File: src/rtl/catmull_rom_segment_eval_assert.svh
// ============================================================================
// Catmull-Rom segment evaluator assertion macros
// Shorthand for concurrent checks clocked on aclk.
// ============================================================================
`ifndef CATMULL_ROM_SEGMENT_EVAL_ASSERT_SVH
`define CATMULL_ROM_SEGMENT_EVAL_ASSERT_SVH

// Check that is suspended while aresetn is low.
`define CRSE_ASSERT(label, prop, msg) \
    label: assert property (@(posedge aclk) disable iff (!aresetn) prop) else $error(msg);

// Check that also runs during reset.
`define CRSE_ASSERT_RST(label, prop, msg) \
    label: assert property (@(posedge aclk) prop) else $error(msg);

`endif

File: src/rtl/crse_pkg.sv
// ============================================================================
// crse_pkg
// Shared types and fixed constants of the Catmull-Rom segment evaluator.
// ============================================================================
`default_nettype none

package crse_pkg;

    localparam int AXIS_W = 2;
    typedef logic [AXIS_W-1:0] axis_t;

    // Headroom of the doubled basis weights above Q.F (magnitude < 5.0).
    localparam int WEIGHT_GUARD = 3;

    // Growth of the four-term dot product over a single product.
    localparam int SUM_GUARD = 2;

    // Number of control points per segment.
    localparam int NUM_POINTS = 4;

endpackage

`default_nettype wire

File: src/rtl/crse_round.sv
// ============================================================================
// crse_round
// Output stage: halve and round, saturate, hold the result word.
// ============================================================================
`default_nettype none

module crse_round #(
    parameter int COORD_WIDTH = 16,
    parameter int FRAC_BITS   = 16
) (
    input  logic                        aclk,
    input  logic                        aresetn,
    input  logic                        in_valid,
    output logic                        in_ready,
    input  logic [COORD_WIDTH+FRAC_BITS+crse_pkg::WEIGHT_GUARD+crse_pkg::SUM_GUARD:0] in_sum,
    input  crse_pkg::axis_t             in_axis,
    output logic                        out_valid,
    input  logic                        out_ready,
    output logic signed [COORD_WIDTH:0] out_value,
    output crse_pkg::axis_t             out_axis
);

    localparam int SW = COORD_WIDTH + FRAC_BITS + crse_pkg::WEIGHT_GUARD
                      + crse_pkg::SUM_GUARD + 1;
    localparam int OW = COORD_WIDTH + 1;

    localparam logic signed [SW-1:0] SAT_HI = (SW'(1) << COORD_WIDTH) - SW'(1);
    localparam logic signed [SW-1:0] SAT_LO = -(SW'(1) << COORD_WIDTH);

    logic                 f_valid_reg;
    logic signed [OW-1:0] f_value_reg;
    logic signed [OW-1:0] f_value_next;
    crse_pkg::axis_t      f_axis_reg;
    logic signed [SW-1:0] shifted;

    assign in_ready = !f_valid_reg || out_ready;

    always_comb begin
        shifted = $signed(in_sum) >>> (FRAC_BITS + 1);
        priority if (shifted > SAT_HI) begin
            f_value_next = SAT_HI[OW-1:0];
        end else if (shifted < SAT_LO) begin
            f_value_next = SAT_LO[OW-1:0];
        end else begin
            f_value_next = shifted[OW-1:0];
        end
    end

    always_ff @(posedge aclk) begin
        if (!aresetn) begin
            f_valid_reg <= 1'b0;
        end else if (in_ready) begin
            f_valid_reg <= in_valid;
        end
    end

    always_ff @(posedge aclk) begin
        if (in_ready && in_valid) begin
            f_value_reg <= f_value_next;
            f_axis_reg  <= in_axis;
        end
    end

    assign out_valid = f_valid_reg;
    assign out_value = f_value_reg;
    assign out_axis  = f_axis_reg;

endmodule

`default_nettype wire

File: config.mk
export PLATFORM = sky130hd
export DESIGN_NAME = crse_round
export DESIGN_NICKNAME = d
export VERILOG_FILES = /design/src/rtl/catmull_rom_segment_eval_assert.svh /design/src/rtl/crse_pkg.sv /design/src/rtl/crse_round.sv
export SDC_FILE = /design/constraint.sdc
export NUM_CORES = 1
export LEC_CHECK = 0
export BUFFER_PORTS_ARGS = -buffer_cell sky130_fd_sc_hd__buf_4
export CORE_MARGIN = 1
export CORE_UTILIZATION = 39
export CTS_CLUSTER_SIZE = 12
export DETAILED_ROUTE_END_ITERATION = 10
export PLACE_DENSITY = 0.73
export SKIP_LAST_GASP = 1
export SLEW_MARGIN = 20
export SYNTH_ARGS = -nofsm -noshare
export SYNTH_HDL_FRONTEND = slang
export SYNTH_SLANG_ARGS = --single-unit
File: constraint.sdc
create_clock -name aclk -period 1.4 [get_ports aclk]
set_input_delay 0.42 -clock aclk [delete_from_list [all_inputs] [get_ports aclk]]
set_output_delay 0.42 -clock aclk [all_outputs]
set_load 0.02 [all_outputs]
==> impl_metrics.env <==
export IMPL_postLayoutCellArea_sq_um=1500
export IMPL_gr_total_overflow=0
export IMPL_place_area_sq_um=1470
export IMPL_wl_per_cell_microns=16.0
export IMPL_nets=178
export IMPL_max_slew_margin=0.700
export IMPL_avgViaCountPerCell=5.71
export IMPL_synthesis_nets=132
export IMPL_die_y_microns=55.9
export IMPL_fin_tns_setup_ns=0
export IMPL_critPathTopFamily="flip-flops"
export IMPL_hold_viol_final=0
export IMPL_path_clk_slew_ns=0.12
export IMPL_ys_ff_latch=20
export IMPL_clk_latency_ns=0.31
export IMPL_synthesis_instances=88
export IMPL_synth_area_leader_cell="edfxtp_1"
export IMPL_antenna_found_initial=0
export IMPL_synthFlopType="edfxtp_1"
export IMPL_synth_top_area_share=0.504
export IMPL_tightest_slew_ns=0.451
export IMPL_yosysMostFrequentCell="edfxtp_1"
export IMPL_setup_viol=0
export IMPL_synthToLayoutAreaGrowth_pct=32.5
export IMPL_clk_path_buf_depth=2
export IMPL_async_flop_share=0
export IMPL_io_pins=65
export IMPL_grt_setup_unrepaired="no"
export IMPL_cts_root_buf="clkbuf_4"
export IMPL_grt_pass1_wl_mm=4.26
export IMPL_synth_cell_types=18
export IMPL_postCtsSetupBuffers=0
export IMPL_core_sq_um=2760
export IMPL_post_cts_resize_count=0
export IMPL_rows=19
export IMPL_required_ns=0.98
export IMPL_crit_path_start_kind="register"
export IMPL_cts_tree="yes"
export IMPL_route_vias_total=936
export IMPL_synthTopCellsByArea="edfxtp_1 (50%), a221oi_2 (13%), nand4_1 (8.8%), buf_6 (6.0%), nor2_1 (5.3%)"
export IMPL_swShare=0.285
export IMPL_antenna_cells=0
export IMPL_skew_ns=0.00176
export IMPL_initial_utilization=0.410
export IMPL_clock_fmax_mhz=739
export IMPL_finalCritPeriodShare=0.967
export IMPL_die_x_microns=55.9
export IMPL_crit_arrival_ns=0.93
export IMPL_numPortBuffers=47
export IMPL_crit_path_max_incr_delay_ns=0.36
export IMPL_ant_nets=0
export IMPL_cts_buffers=3
export IMPL_synth_edf_count=19
export IMPL_synth_common_cells="edfxtp_1 (19), nand4_1 (16), nor2_1 (16), a221oi_2 (10)"
export IMPL_p_comb_frac=0.251
export IMPL_power_density_nw_per_um2=901
export IMPL_cp_slowest_cell="dfxtp_1"
export IMPL_drv_slew=0
export IMPL_pwr_share_seq=0.532
export IMPL_cts_hold_buffers=0
export IMPL_maxCapViolations=0
export IMPL_p_int_w=0.000966
export IMPL_grt_max_degree=20
export IMPL_critical_path_endpoint_type="output port"
export IMPL_switchingPower_w=0.000385
export IMPL_h_tree_depth=1
export IMPL_gp_congestion=0.787
export IMPL_drc_errors=0
export IMPL_cp_num_buf_inv=1
export IMPL_cts_sinks=20
export IMPL_vdd_drop_max_v=0.000452
export IMPL_dr_pass1_iters=4
export IMPL_yosysSeqAreaShare=0.522
export IMPL_power_leakage_nw=0.590
export IMPL_dr_first_iter_drc_count=48
export IMPL_crit_chain="nand2b_1 -> buf_4"
export IMPL_netlist_area_sq_um=1130
export IMPL_fp_dieArea_sq_um=3120
export IMPL_postSynthAreaPerCell_sq_um=12.9
export IMPL_grt_pass1_vias=932
export IMPL_path_max_fanout=3
export IMPL_status="completed"
export IMPL_dp_hpwl_mm=1.96
export IMPL_routed_wl_mm=2.62
export IMPL_grtUsageTotal=0.178
export IMPL_drive_gt1_frac=0.534
export IMPL_min_period_ns=1.35
export IMPL_hold_path_class="in2reg"
export IMPL_p_clk_frac=0.217
export IMPL_worstSetupPathType="reg2out"
export IMPL_synth_warnings=0
## registers in the layout, summed over array words and instances (netlist names)
| name | cells |
|---|---|
| out_valid | 1 |
| out_axis | 2 |
| out_value | 17 |
## cell type report
type                    count  area [sq um]
well taps                  31          38.8
clock buffers               3          22.5
repair buffers             55           425
inverters                   1          3.75
multi-input cells          53           414
clock inverters             1          3.75
flip-flops and latches     20           591
fillers                   248          1260
## metrics by stage
stage / utilization / setup slack (ns) / hold WS [ns] / total power [W] / cells
after floorplan: - / 0.0134 / 0.519 / 0.000931 / 88
after global placement: 0.534 / 0.00638 / 0.508 / 0.00106 / 160
after detailed placement: 0.534 / -0.0583 / 0.569 / 0.00107 / 160
after CTS: 0.544 / 0.0330 / 0.276 / 0.00135 / 164
after global routing: 0.544 / 0.00129 / 0.266 / 0.00141 / 164
final: 0.544 / 0.0468 / 0.281 / 0.00135 / 164
## layout by cell type, fill, tap and decap left out, drive strengths merged
master	instances
nor2b	1
dfxtp	1
nand2b	1
a221oi	16
clkinv	1
buf	55
and2	1
inv	1
nor2	16
nand4	16
clkbuf	3
a21boi	1
nor3	1
edfxtp	19
## worst paths after layout
path	slack (ns)	endpoint	from	cells after the start
worst max register to register	0.16	out_axis[0]	out_valid	2
worst min register to register	0.57	out_valid	out_valid	2
worst min-delay path	0.28	out_axis[0]	in_axis[0]	1
worst max-delay path	0.05	in_ready	out_valid	2
## cells by family after synthesis
family,count (synthesis),synth area share
AOI/OAI and AO/OA,17,0.186
and+or+nand+nor,36,0.179
buffers and inverters,15,0.113
DFF,20,0.522
## worst register-to-register path, cell delays in order (launching register included)
cell and delay (ns):
dfxtp_1 0.34, nand2b_1 0.11, and2_2 0.45
## power groups by stage
| stage | logic [W] | clock network [W] | registers (W) |
|---|---|---|---|
| final | 0.000339 | 0.000293 | 0.000719 |
| after global routing | 0.000362 | 0.000329 | 0.000722 |
| after global placement | 0.000328 | 0 | 0.000730 |
| after floorplan | 0.000147 | 0 | 0.000785 |
| after CTS | 0.000339 | 0.000296 | 0.000720 |
| after detailed placement | 0.000339 | 0 | 0.000733 |
## metal layers
metal  GRT usage  share of wire  wire [microns]
met5           0              0               0
met4       0.125          0.040             104
met3      0.0186          0.044             115
met2       0.303           0.53            1400
met1       0.211           0.38             999
Power figures use the tool's default switching activity.
