### src/rtl/catmull_rom_segment_eval_assert.svh
// ============================================================================
// Catmull-Rom segment evaluator assertion macros
// Shorthand for concurrent checks clocked on aclk.
// ============================================================================
`ifndef CATMULL_ROM_SEGMENT_EVAL_ASSERT_SVH
`define CATMULL_ROM_SEGMENT_EVAL_ASSERT_SVH

// Check that is suspended while aresetn is low.
`define CRSE_ASSERT(label, prop, msg) \
    label: assert property (@(posedge aclk) disable iff (!aresetn) prop) else $error(msg);

// Check that also runs during reset.
`define CRSE_ASSERT_RST(label, prop, msg) \
    label: assert property (@(posedge aclk) prop) else $error(msg);

`endif

### src/rtl/crse_pkg.sv
// ============================================================================
// crse_pkg
// Shared types and fixed constants of the Catmull-Rom segment evaluator.
// ============================================================================
`default_nettype none

package crse_pkg;

    localparam int AXIS_W = 2;
    typedef logic [AXIS_W-1:0] axis_t;

    // Headroom of the doubled basis weights above Q.F (magnitude < 5.0).
    localparam int WEIGHT_GUARD = 3;

    // Growth of the four-term dot product over a single product.
    localparam int SUM_GUARD = 2;

    // Number of control points per segment.
    localparam int NUM_POINTS = 4;

endpackage

`default_nettype wire

### src/rtl/crse_mac.sv
// ============================================================================
// crse_mac
// Two pipeline stages: four point-by-weight products, then their sum
// plus the rounding bias.
// ============================================================================
`default_nettype none

module crse_mac #(
    parameter int COORD_WIDTH = 16,
    parameter int FRAC_BITS   = 16
) (
    input  logic                                          aclk,
    input  logic                                          aresetn,
    input  logic                                          in_valid,
    output logic                                          in_ready,
    input  logic [crse_pkg::NUM_POINTS-1:0][FRAC_BITS+crse_pkg::WEIGHT_GUARD:0] in_weights,
    input  logic [crse_pkg::NUM_POINTS-1:0][COORD_WIDTH-1:0] in_points,
    input  crse_pkg::axis_t                               in_axis,
    output logic                                          out_valid,
    input  logic                                          out_ready,
    output logic [COORD_WIDTH+FRAC_BITS+crse_pkg::WEIGHT_GUARD+crse_pkg::SUM_GUARD:0] out_sum,
    output crse_pkg::axis_t                               out_axis
);

    localparam int WW = FRAC_BITS + crse_pkg::WEIGHT_GUARD + 1;
    localparam int PW = COORD_WIDTH + WW;
    localparam int SW = PW + crse_pkg::SUM_GUARD;
    localparam int NP = crse_pkg::NUM_POINTS;

    // bias for halving with round-half-up: 2^F
    localparam logic signed [SW-1:0] RND = SW'(1) << FRAC_BITS;

    logic                  d_valid_reg;
    logic                  d_ready;
    logic [NP-1:0][PW-1:0] d_prod_reg;
    logic [NP-1:0][PW-1:0] d_prod_next;
    crse_pkg::axis_t       d_axis_reg;

    logic                  e_valid_reg;
    logic                  e_ready;
    logic signed [SW-1:0]  e_sum_reg;
    logic signed [SW-1:0]  e_sum_next;
    crse_pkg::axis_t       e_axis_reg;

    assign d_ready  = !d_valid_reg || e_ready;
    assign e_ready  = !e_valid_reg || out_ready;
    assign in_ready = d_ready;

    always_comb begin
        for (int i = 0; i < NP; i++) begin
            d_prod_next[i] = PW'($signed(in_points[i])) * PW'($signed(in_weights[i]));
        end
        e_sum_next = SW'($signed(d_prod_reg[0])) + SW'($signed(d_prod_reg[1]))
                   + SW'($signed(d_prod_reg[2])) + SW'($signed(d_prod_reg[3])) + RND;
    end

    always_ff @(posedge aclk) begin
        if (!aresetn) begin
            d_valid_reg <= 1'b0;
            e_valid_reg <= 1'b0;
        end else begin
            if (d_ready) begin
                d_valid_reg <= in_valid;
            end
            if (e_ready) begin
                e_valid_reg <= d_valid_reg;
            end
        end
    end

    always_ff @(posedge aclk) begin
        if (d_ready && in_valid) begin
            d_prod_reg <= d_prod_next;
            d_axis_reg <= in_axis;
        end
        if (e_ready && d_valid_reg) begin
            e_sum_reg  <= e_sum_next;
            e_axis_reg <= d_axis_reg;
        end
    end

    assign out_valid = e_valid_reg;
    assign out_sum   = e_sum_reg;
    assign out_axis  = e_axis_reg;

endmodule

`default_nettype wire

### config.mk
export PLATFORM = sky130hd
export DESIGN_NAME = crse_mac
export DESIGN_NICKNAME = d
export VERILOG_FILES = /design/src/rtl/catmull_rom_segment_eval_assert.svh /design/src/rtl/crse_pkg.sv /design/src/rtl/crse_mac.sv
export SDC_FILE = /design/constraint.sdc
export NUM_CORES = 2
export LEC_CHECK = 0
export BUFFER_PORTS_ARGS = -buffer_cell sky130_fd_sc_hd__buf_2
export CAP_MARGIN = 20
export CORE_UTILIZATION = 60
export CTS_CLUSTER_DIAMETER = 50
export CTS_CLUSTER_SIZE = 28
export DETAILED_ROUTE_END_ITERATION = 8
export GPL_ROUTABILITY_DRIVEN = 0
export PLACE_DENSITY = 0.86
export REMOVE_ABC_BUFFERS = 1
export SLEW_MARGIN = 5
export SYNTH_ARGS = -nofsm -noshare
export SYNTH_HDL_FRONTEND = slang
export SYNTH_SLANG_ARGS = --single-unit
### constraint.sdc
create_clock -name aclk -period 7.5 [get_ports aclk]
set_input_delay 0.375 -clock aclk [delete_from_list [all_inputs] [get_ports aclk]]
set_output_delay 0.375 -clock aclk [all_outputs]
set_load 0.02 [all_outputs]
==> out/metrics.csv <==
metric;value;unit
Yosys warning total;0;
Hold Buf Count CTS;0;
critical path's largest stage delay;0.54;ns
htree depth;4;
Top Ports;192;
clk sinks;188;
most used cell, CP;fa_1;
chip width;309;µm
Cells after Synth;5784;
Port-buffer cells;191;
post-route ant nets;0;
flops & latches, synth;188;
Num CTS Buffers;17;
DRC viols;0;
Pins Over Slew Limit;0;
Clock Latency Late Sink;0.45;ns
final hold vios;0;
drt total wl;137000;µm
drt pass-1 iters;6;
Arr. time, crit path;6.59;ns
initial core utilization;0.605;
critical-path cell list;buf_2, nand2_1, fa_1, fa_1, fa_1, inv_1, fa_1, fa_1, inv_1, fa_1, inv_1, ha_1, and3_1, and2_1, a221oi_2, nor3b_2, a211oi_1, o21a_1, a211oi_2, o21ai_1, xor2_1;
die height;309;µm
initial antenna violation count;1;
Max Fanout on Critical Path;20;
endpoint class of the critical path;flop;
GRT Residual Overflow;0;
CP Launch Type;input pin;
Sequential cell area;0.00563;mm²
most frequent cells in the layout;inv_1, fa_1, nand2_1, and2_1, ha_1;
Post-Syn Area;0.0564;mm²
Worst slew margin;0.322;
RSZ-0062 raised after global routing;false;
detailed-route via count;40200;
area of the multi-input gates;0.0447;mm²
average wire per cell in the routed design;19.5;µm
number of enable flip-flop cells after synthesis;186;
area delta synth->final;4.24;%
Slowest-stage cell, CP;fa_1;
layout cells sized above 1;0.0464;
Final Non-Filler Cells;7052;
sequential fraction of the synthesis area;0.0998;
Fmax;0.156;GHz
DIE AREA;0.0952;mm²
core area;0.0932;mm²
max-cap viol count;0;
setup_tns;0;ns
Mean Syn Cell Area;9.75;µm²
status;finished, final reports clean;
clock skew;0.0104;ns
Tot GR Track Use;0.306;
Fillers;7067;
post-CTS setup buffer count;0;
Final HPWL DP;112000;µm
standard-cell rows;112;
most common cell after layout, fill and taps aside;inv_1;
crit share post-route;0.852;
worst-margin pin slew;1.02;ns
delay-heaviest family, CP;adder cells;
Post-synth ARST share;0;
number of flip-flops in the largest register;144;
Worst EP required;7.69;ns
Cells after DPL;7020;
clock root buffer;clkbuf_16;
min cycle time layout;6.39;ns
initial DRC count;3178;
Resize count post-CTS;0;
Vias per Instance;5.70;
Clock transition at path regs;0.08;ns
CP bufs+invs;4;
Yosys cell types;78;
vias in the first global route;44800;
final setup violation count;0;
worst hold path type;input pin to flop;
Crit Path Class;input pin to flop;
Top FF cell, synth;edfxtp_1;
Max clock buf depth;2;
final antenna diode count;0;
first-pass GRT wire length;227000;µm
CTS tree;yes;
Final nets;7712;
largest net degree at the start of global routing;75;
[metal layers]
metal | global-route usage | share of wire | vias to the layer above
met2 | 0.528 | 0.51 | 2052
met1 | 0.369 | 0.35 | 20500
met4 | 0.149 | 0.053 | 2
met5 | 0 | 0.000095 | -
li1 | - | - | 17100
met3 | 0.0555 | 0.087 | 552
[cells in the mapped netlist (all sizes together) (3+ instances only)]
cell,count,area (µm²)
fa,1345,26900
clkbuf,211,792
nor2b,19,119
a211o,11,96.3
a41oi,3,26.3
nor3b,5,52.6
a21o,77,581
buf,3,12.5
o21a,20,150
o211ai,22,185
o21bai,18,135
nand3,25,125
nand4,14,87.6
a21oi,135,694
nand2b,37,231
xor2,49,429
nor2,142,533
o311ai,3,33.8
o31a,3,26.3
o31ai,6,50.1
and2,598,3740
or3,7,43.8
inv,1408,5290
o21ai,75,379
xnor2,138,1210
nor4,6,37.5
nor3,23,115
and4,5,43.8
and3,14,87.6
a31o,3,26.3
edfxtp,186,5590
o2111ai,3,26.3
a221oi,4,41.3
nand2,667,2500
clkinv,4,15.0
ha,432,5410
a211oi,13,118
a31oi,15,106
or2,5,31.3
[cell families (layout without fill, tap and decap cells)]
kind of cell / after synthesis / in the layout / synth area share
AO/OA/AOI/OAI: 431 / 431 / 0.0509
multiplexers: 1 / 1 / 0.000178
XOR/XNOR: 187 / 187 / 0.0290
AND/OR/NAND/NOR: 1574 / 1574 / 0.139
buffers and inverters: 1626 / 1640 / 0.108
adder cells (fa/ha/maj): 1777 / 1777 / 0.573
flip-flops: 188 / 188 / 0.0998
[final cells by class]
type	count	area share
flip-flops and latches	188	0.0957
inverters	1412	0.0902
multi-input cells	3970	0.760
clock buffers	17	0.00724
well taps	1254	0.0267
repair buffers	196	0.0169
clock inverters	15	0.00336
[path summary, 6_finish.rpt]
check	start	endpoint	slack (ns)	depth (start not counted)
min reg2reg	d_axis_reg[1]	out_axis[1]	0.42	0
min	in_axis[0]	d_axis_reg[0]	0.10	1
max	in_points[17]	d_prod_reg[70]	1.11	21
max reg2reg	d_prod_reg[2]	out_sum[18]	2.50	14
[per-stage QoR]
step	util	hold slack [ns]	cell area, µm²	worst slack (ns)
after floorplan	-	0.400	55600	1.57
after global placement	0.624	0.403	58200	0.913
after detailed placement	0.624	0.405	58200	0.774
after CTS	0.631	0.0838	58800	1.21
after global routing	0.631	0.0823	58800	0.925
final	0.631	0.100	58800	1.11
Power is left out: the tool's default activity adds up to more than one toggle a clock period on the data nets, which glitch-free logic cannot reach.
