## config.mk

```make
export PLATFORM = sky130hd
export DESIGN_NAME = crse_basis
export DESIGN_NICKNAME = d
export VERILOG_FILES = /design/src/rtl/catmull_rom_segment_eval_assert.svh /design/src/rtl/crse_pkg.sv /design/src/rtl/crse_basis.sv
export SDC_FILE = /design/constraint.sdc
export NUM_CORES = 2
export LEC_CHECK = 0
export ABC_AREA = 1
export BUFFER_PORTS_ARGS = -buffer_cell sky130_fd_sc_hd__buf_2
export CAP_MARGIN = 10
export CORE_MARGIN = 2
export CORE_UTILIZATION = 45
export DETAILED_ROUTE_END_ITERATION = 8
export SETUP_SLACK_MARGIN = 0.4
export SYNTH_ARGS = -nofsm -noshare
export SYNTH_HDL_FRONTEND = slang
export SYNTH_SLANG_ARGS = --single-unit
```

## constraint.sdc

```tcl
create_clock -name aclk -period 10.6 [get_ports aclk]
set_input_delay 1.06 -clock aclk [delete_from_list [all_inputs] [get_ports aclk]]
set_output_delay 1.06 -clock aclk [all_outputs]
set_load 0.01 [all_outputs]
```

## src/rtl/catmull_rom_segment_eval_assert.svh

```systemverilog
// ============================================================================
// Catmull-Rom segment evaluator assertion macros
// Shorthand for concurrent checks clocked on aclk.
// ============================================================================
`ifndef CATMULL_ROM_SEGMENT_EVAL_ASSERT_SVH
`define CATMULL_ROM_SEGMENT_EVAL_ASSERT_SVH

// Check that is suspended while aresetn is low.
`define CRSE_ASSERT(label, prop, msg) \
    label: assert property (@(posedge aclk) disable iff (!aresetn) prop) else $error(msg);

// Check that also runs during reset.
`define CRSE_ASSERT_RST(label, prop, msg) \
    label: assert property (@(posedge aclk) prop) else $error(msg);

`endif

```

## src/rtl/crse_pkg.sv

```systemverilog
// ============================================================================
// crse_pkg
// Shared types and fixed constants of the Catmull-Rom segment evaluator.
// ============================================================================
`default_nettype none

package crse_pkg;

    localparam int AXIS_W = 2;
    typedef logic [AXIS_W-1:0] axis_t;

    // Headroom of the doubled basis weights above Q.F (magnitude < 5.0).
    localparam int WEIGHT_GUARD = 3;

    // Growth of the four-term dot product over a single product.
    localparam int SUM_GUARD = 2;

    // Number of control points per segment.
    localparam int NUM_POINTS = 4;

endpackage

`default_nettype wire

```

## src/rtl/crse_basis.sv

```systemverilog
// ============================================================================
// crse_basis
// Three pipeline stages: t^2, t^3 and the four doubled basis weights.
// ============================================================================
`default_nettype none

module crse_basis #(
    parameter int COORD_WIDTH = 16,
    parameter int FRAC_BITS   = 16
) (
    input  logic                                          aclk,
    input  logic                                          aresetn,
    input  logic                                          in_valid,
    output logic                                          in_ready,
    input  logic [FRAC_BITS:0]                            in_t,
    input  logic [crse_pkg::NUM_POINTS-1:0][COORD_WIDTH-1:0] in_points,
    input  crse_pkg::axis_t                               in_axis,
    output logic                                          out_valid,
    input  logic                                          out_ready,
    output logic [crse_pkg::NUM_POINTS-1:0][FRAC_BITS+crse_pkg::WEIGHT_GUARD:0] out_weights,
    output logic [crse_pkg::NUM_POINTS-1:0][COORD_WIDTH-1:0] out_points,
    output crse_pkg::axis_t                               out_axis
);

    localparam int TW = FRAC_BITS + 1;
    localparam int PW = 2 * TW;
    localparam int WW = FRAC_BITS + crse_pkg::WEIGHT_GUARD + 1;
    localparam int NP = crse_pkg::NUM_POINTS;

    localparam logic [TW-1:0]        ONE_Q  = TW'(1) << FRAC_BITS;
    localparam logic [PW-1:0]        HALF_Q = PW'(1) << (FRAC_BITS - 1);
    localparam logic signed [WW-1:0] TWO_Q  = WW'(1) << (FRAC_BITS + 1);

    // stage A: clamp, t*t
    logic                          a_valid_reg;
    logic                          a_ready;
    logic [TW-1:0]                 a_t_reg;
    logic [PW-1:0]                 a_tt_reg;
    logic [PW-1:0]                 a_tt_next;
    logic [TW-1:0]                 t_clamp;
    logic [NP-1:0][COORD_WIDTH-1:0] a_pts_reg;
    crse_pkg::axis_t               a_axis_reg;

    // stage B: round t^2, t2*t
    logic                          b_valid_reg;
    logic                          b_ready;
    logic [TW-1:0]                 b_t_reg;
    logic [TW-1:0]                 b_t2_reg;
    logic [PW-1:0]                 b_t3p_reg;
    logic [TW-1:0]                 b_t2_next;
    logic [PW-1:0]                 b_t3p_next;
    logic [PW-1:0]                 b_t2_sum;
    logic [NP-1:0][COORD_WIDTH-1:0] b_pts_reg;
    crse_pkg::axis_t               b_axis_reg;

    // stage C: round t^3, weights
    logic                          c_valid_reg;
    logic                          c_ready;
    logic [PW-1:0]                 c_t3_sum;
    logic signed [WW-1:0]          ts;
    logic signed [WW-1:0]          t2s;
    logic signed [WW-1:0]          t3s;
    logic [NP-1:0][WW-1:0]         c_w_reg;
    logic [NP-1:0][WW-1:0]         c_w_next;
    logic [NP-1:0][COORD_WIDTH-1:0] c_pts_reg;
    crse_pkg::axis_t               c_axis_reg;

    assign a_ready  = !a_valid_reg || b_ready;
    assign b_ready  = !b_valid_reg || c_ready;
    assign c_ready  = !c_valid_reg || out_ready;
    assign in_ready = a_ready;

    always_comb begin
        t_clamp    = (in_t > ONE_Q) ? ONE_Q : in_t;
        a_tt_next  = PW'(t_clamp) * PW'(t_clamp);

        b_t2_sum   = a_tt_reg + HALF_Q;
        b_t2_next  = b_t2_sum[FRAC_BITS +: TW];
        b_t3p_next = PW'(b_t2_next) * PW'(a_t_reg);

        c_t3_sum   = b_t3p_reg + HALF_Q;
        ts  = $signed({{(WW-TW){1'b0}}, b_t_reg});
        t2s = $signed({{(WW-TW){1'b0}}, b_t2_reg});
        t3s = $signed({{(WW-TW){1'b0}}, c_t3_sum[FRAC_BITS +: TW]});

        c_w_next[0] = -t3s + (t2s <<< 1) - ts;
        c_w_next[1] = (t3s <<< 1) + t3s - ((t2s <<< 2) + t2s) + TWO_Q;
        c_w_next[2] = -((t3s <<< 1) + t3s) + (t2s <<< 2) + ts;
        c_w_next[3] = t3s - t2s;
    end

    always_ff @(posedge aclk) begin
        if (!aresetn) begin
            a_valid_reg <= 1'b0;
            b_valid_reg <= 1'b0;
            c_valid_reg <= 1'b0;
        end else begin
            if (a_ready) begin
                a_valid_reg <= in_valid;
            end
            if (b_ready) begin
                b_valid_reg <= a_valid_reg;
            end
            if (c_ready) begin
                c_valid_reg <= b_valid_reg;
            end
        end
    end

    always_ff @(posedge aclk) begin
        if (a_ready && in_valid) begin
            a_t_reg    <= t_clamp;
            a_tt_reg   <= a_tt_next;
            a_pts_reg  <= in_points;
            a_axis_reg <= in_axis;
        end
        if (b_ready && a_valid_reg) begin
            b_t_reg    <= a_t_reg;
            b_t2_reg   <= b_t2_next;
            b_t3p_reg  <= b_t3p_next;
            b_pts_reg  <= a_pts_reg;
            b_axis_reg <= a_axis_reg;
        end
        if (c_ready && b_valid_reg) begin
            c_w_reg    <= c_w_next;
            c_pts_reg  <= b_pts_reg;
            c_axis_reg <= b_axis_reg;
        end
    end

    assign out_valid   = c_valid_reg;
    assign out_weights = c_w_reg;
    assign out_points  = c_pts_reg;
    assign out_axis    = c_axis_reg;

endmodule

`default_nettype wire

```

==> results.cfg <==
[global_route]
grt_start_max_net_pins = 72
grt_usage_pct = 22.2
overflow = 0
grt_pass1_vias = 25400
grt_pass1_wl_um = 136000
antenna_found_initial = 4

[timing]
fin_crit_sh_pct = 71.0
period_minus_slack_ps = 7530
setup_tns_ps = 0
rsz0062_at_grt = no
final-setup-viol-count = 0
skew_ps = 34.9
max_slew_margin_pct = 25.5
slew_violations = 0
layout_setup_ws_ps = 3070
fmax_ghz = 0.133
worst_slew_pin_slew_ps = 1120
hold_violations = 0

[worst_hold_path]
hold_class = flop to flop
hold_path_depth = 0

[worst_setup_path]
cp.arrival_ps = 7850
cpPeakStageDelay_ps = 650
startpoint = a_tt_reg[15]$_DFFE_PP_
r2r_start = a_tt_reg[15]$_DFFE_PP_
end_kind = flop
reg2regPathDepth = 33
critPathBufInv = 9
crit_path_end = b_t3p_reg[27]$_DFFE_PP_
crit_type = flop to flop
crit_fanout = 12
r2r_slack_ps = 3070
cp.depth = 33
crit_path_top_delay_cell = inv_1
crit_top_cell = inv_1
crit_path_start_kind = flop
timing.rr.end = b_t3p_reg[27]$_DFFE_PP_
cp.required_ps = 10920
crit_family = adder cells

[logic_synthesis]
async_flop_share_pct = 0
yosysUniqueCellTypes = 57
synth_seq_cells = 365
synth_top_area_cell = edfxtp_1
synth_cells = 3506
synthTopCellsByCount = inv_1 (819), nand2_1 (589), fa_1 (461), edfxtp_1 (362), ha_1 (314)
yosysWarnings = 0
synth_ff_type = edfxtp_1
yosys-top-cells-area = edfxtp_1 (31%), fa_1 (27%), ha_1 (11%)
ys_seq_area_share_pct = 31.5
syn_area_um2 = 34700
synth_top_area_share_pct = 31.3
yosysMostFrequentCell = inv_1
synth_edf_count = 362
syn_area_per_cell_um2 = 9.89

[floorplanning]
row_count = 101
die_w_um = 282
die_h_um = 282
io_pins = 235
initial_core_util_pct = 45.6
die_area_um2 = 79300
core_area_um2 = 76100

[layout]
multi_input_comb_area_um2 = 20400
finalNetCount = 4617
area_growth_pct = 11.0
regArea_um2 = 10900
layout-drive-gt1-share_pct = 10.1
nFillCells = 7146
largest_reg_flops = 77

[detailed_routing]
via_per_inst = 4.97
dr.pass1.iters = 5
drt_iter0_markers = 1353
via_count = 24000
ant_nets = 0
wire_per_inst_um = 17.6
routed_wl_um = 84800
drc = 0

[placement]
post-place-ws_ps = 2860
io_buffer_count = 234
place_hpwl_um = 69000
gp_congestion = 0.898

[cts]
cts_hold_buf = 0
root_buffer = clkbuf_16
clk_latency_ps = 600
cts.htree.levels = 2
cts_buffer_depth = 3
cts.repair.resized = 0
cts_made_buffers = 40
clkSlewWorstSetupHoldPaths_ps = 60
post_cts_buffers = 0
cts.sinks = 365
cts_tree = yes

[job]
drv_cap = 0

[outcome]
status = finished clean
## cell families (layout without fill, tap and decap cells)
kind of cell	count (synthesis)	after routing	share of synthesized area, %
fa+ha+maj	775	775	37.9
simple gates	1029	1029	12.3
compound gates	313	313	5.11
flops	365	365	31.5
other cells	2	28	0.0217
buf+inv	893	1153	9.82
xor+xnor	129	129	3.30
## metal layers
layer	part of all wire [%]	up-vias	global-route usage, %
li1	-	11400	-
met1	42	11900	28.0
met2	50	573	40.2
met3	4.8	117	2.39
met4	2.9	2	6.76
met5	0.015	-	0
## stage by stage
step | std cells | hold WS (ps) | util [%] | area [um^2]
finish | 4822 | 412 | 50.6 | 38500
global route | 4819 | 409 | 50.6 | 38500
CTS | 4817 | 416 | 50.6 | 38500
detailed placement | 4743 | 405 | 48.7 | 37000
global placement | 4743 | 400 | 48.7 | 37000
floorplan | 3527 | 400 | - | 34800
## worst min-delay path by stage
stage | from | endpoint | slack [ps]
after CTS | a_pts_reg[1]$_DFFE_PP_ | b_pts_reg[1]$_DFFE_PP_ | 420
after detailed placement | a_pts_reg[0]$_DFFE_PP_ | b_pts_reg[0]$_DFFE_PP_ | 400
after global routing | b_pts_reg[16]$_DFFE_PP_ | out_points[16]$_DFFE_PP_ | 410
final | b_pts_reg[16]$_DFFE_PP_ | out_points[16]$_DFFE_PP_ | 410
after global placement | b_pts_reg[59]$_DFFE_PP_ | out_points[59]$_DFFE_PP_ | 400
after floorplan | a_axis_reg[0]$_DFFE_PP_ | b_axis_reg[0]$_DFFE_PP_ | 400
## cell type report
cell class | count | area share [%]
inverter | 839 | 8.20
sequential | 365 | 28.4
tap | 1030 | 3.35
antenna | 5 | 0.0325
clock buffer | 47 | 2.67
timing repair buffer | 240 | 3.16
clock inverter | 27 | 1.14
multi-input combinational | 2269 | 53.1
## worst register-to-register path, delay by kind of cell (launching register included)
kind            cells  cell delay (ps)
fa+ha+maj           8             3620
simple gates       13             1610
buf+inv             9             1100
compound gates      3              560
flops               1              370
## placed cells by master, fill, tap and decap left out, types with 10 or more instances in the layout
cell / instances
fa_1: 461
nand3_1: 53
a31oi_1: 16
a21o_1: 17
a21oi_1: 158
o21ai_0: 60
clkbuf_16: 40
nor3_1: 27
ha_1: 314
o21bai_1: 12
conb_1: 23
inv_1: 817
xor2_1: 95
nor2_1: 275
xnor2_1: 32
edfxtp_1: 362
nand4_1: 17
nand2_1: 589
nand2_2: 20
clkinv_1: 10
buf_2: 234
inv_2: 16
o21ai_1: 11
nor2_2: 11
Power is left out: the tool's default activity adds up to more than one toggle a clock period on the data nets, which glitch-free logic cannot reach.
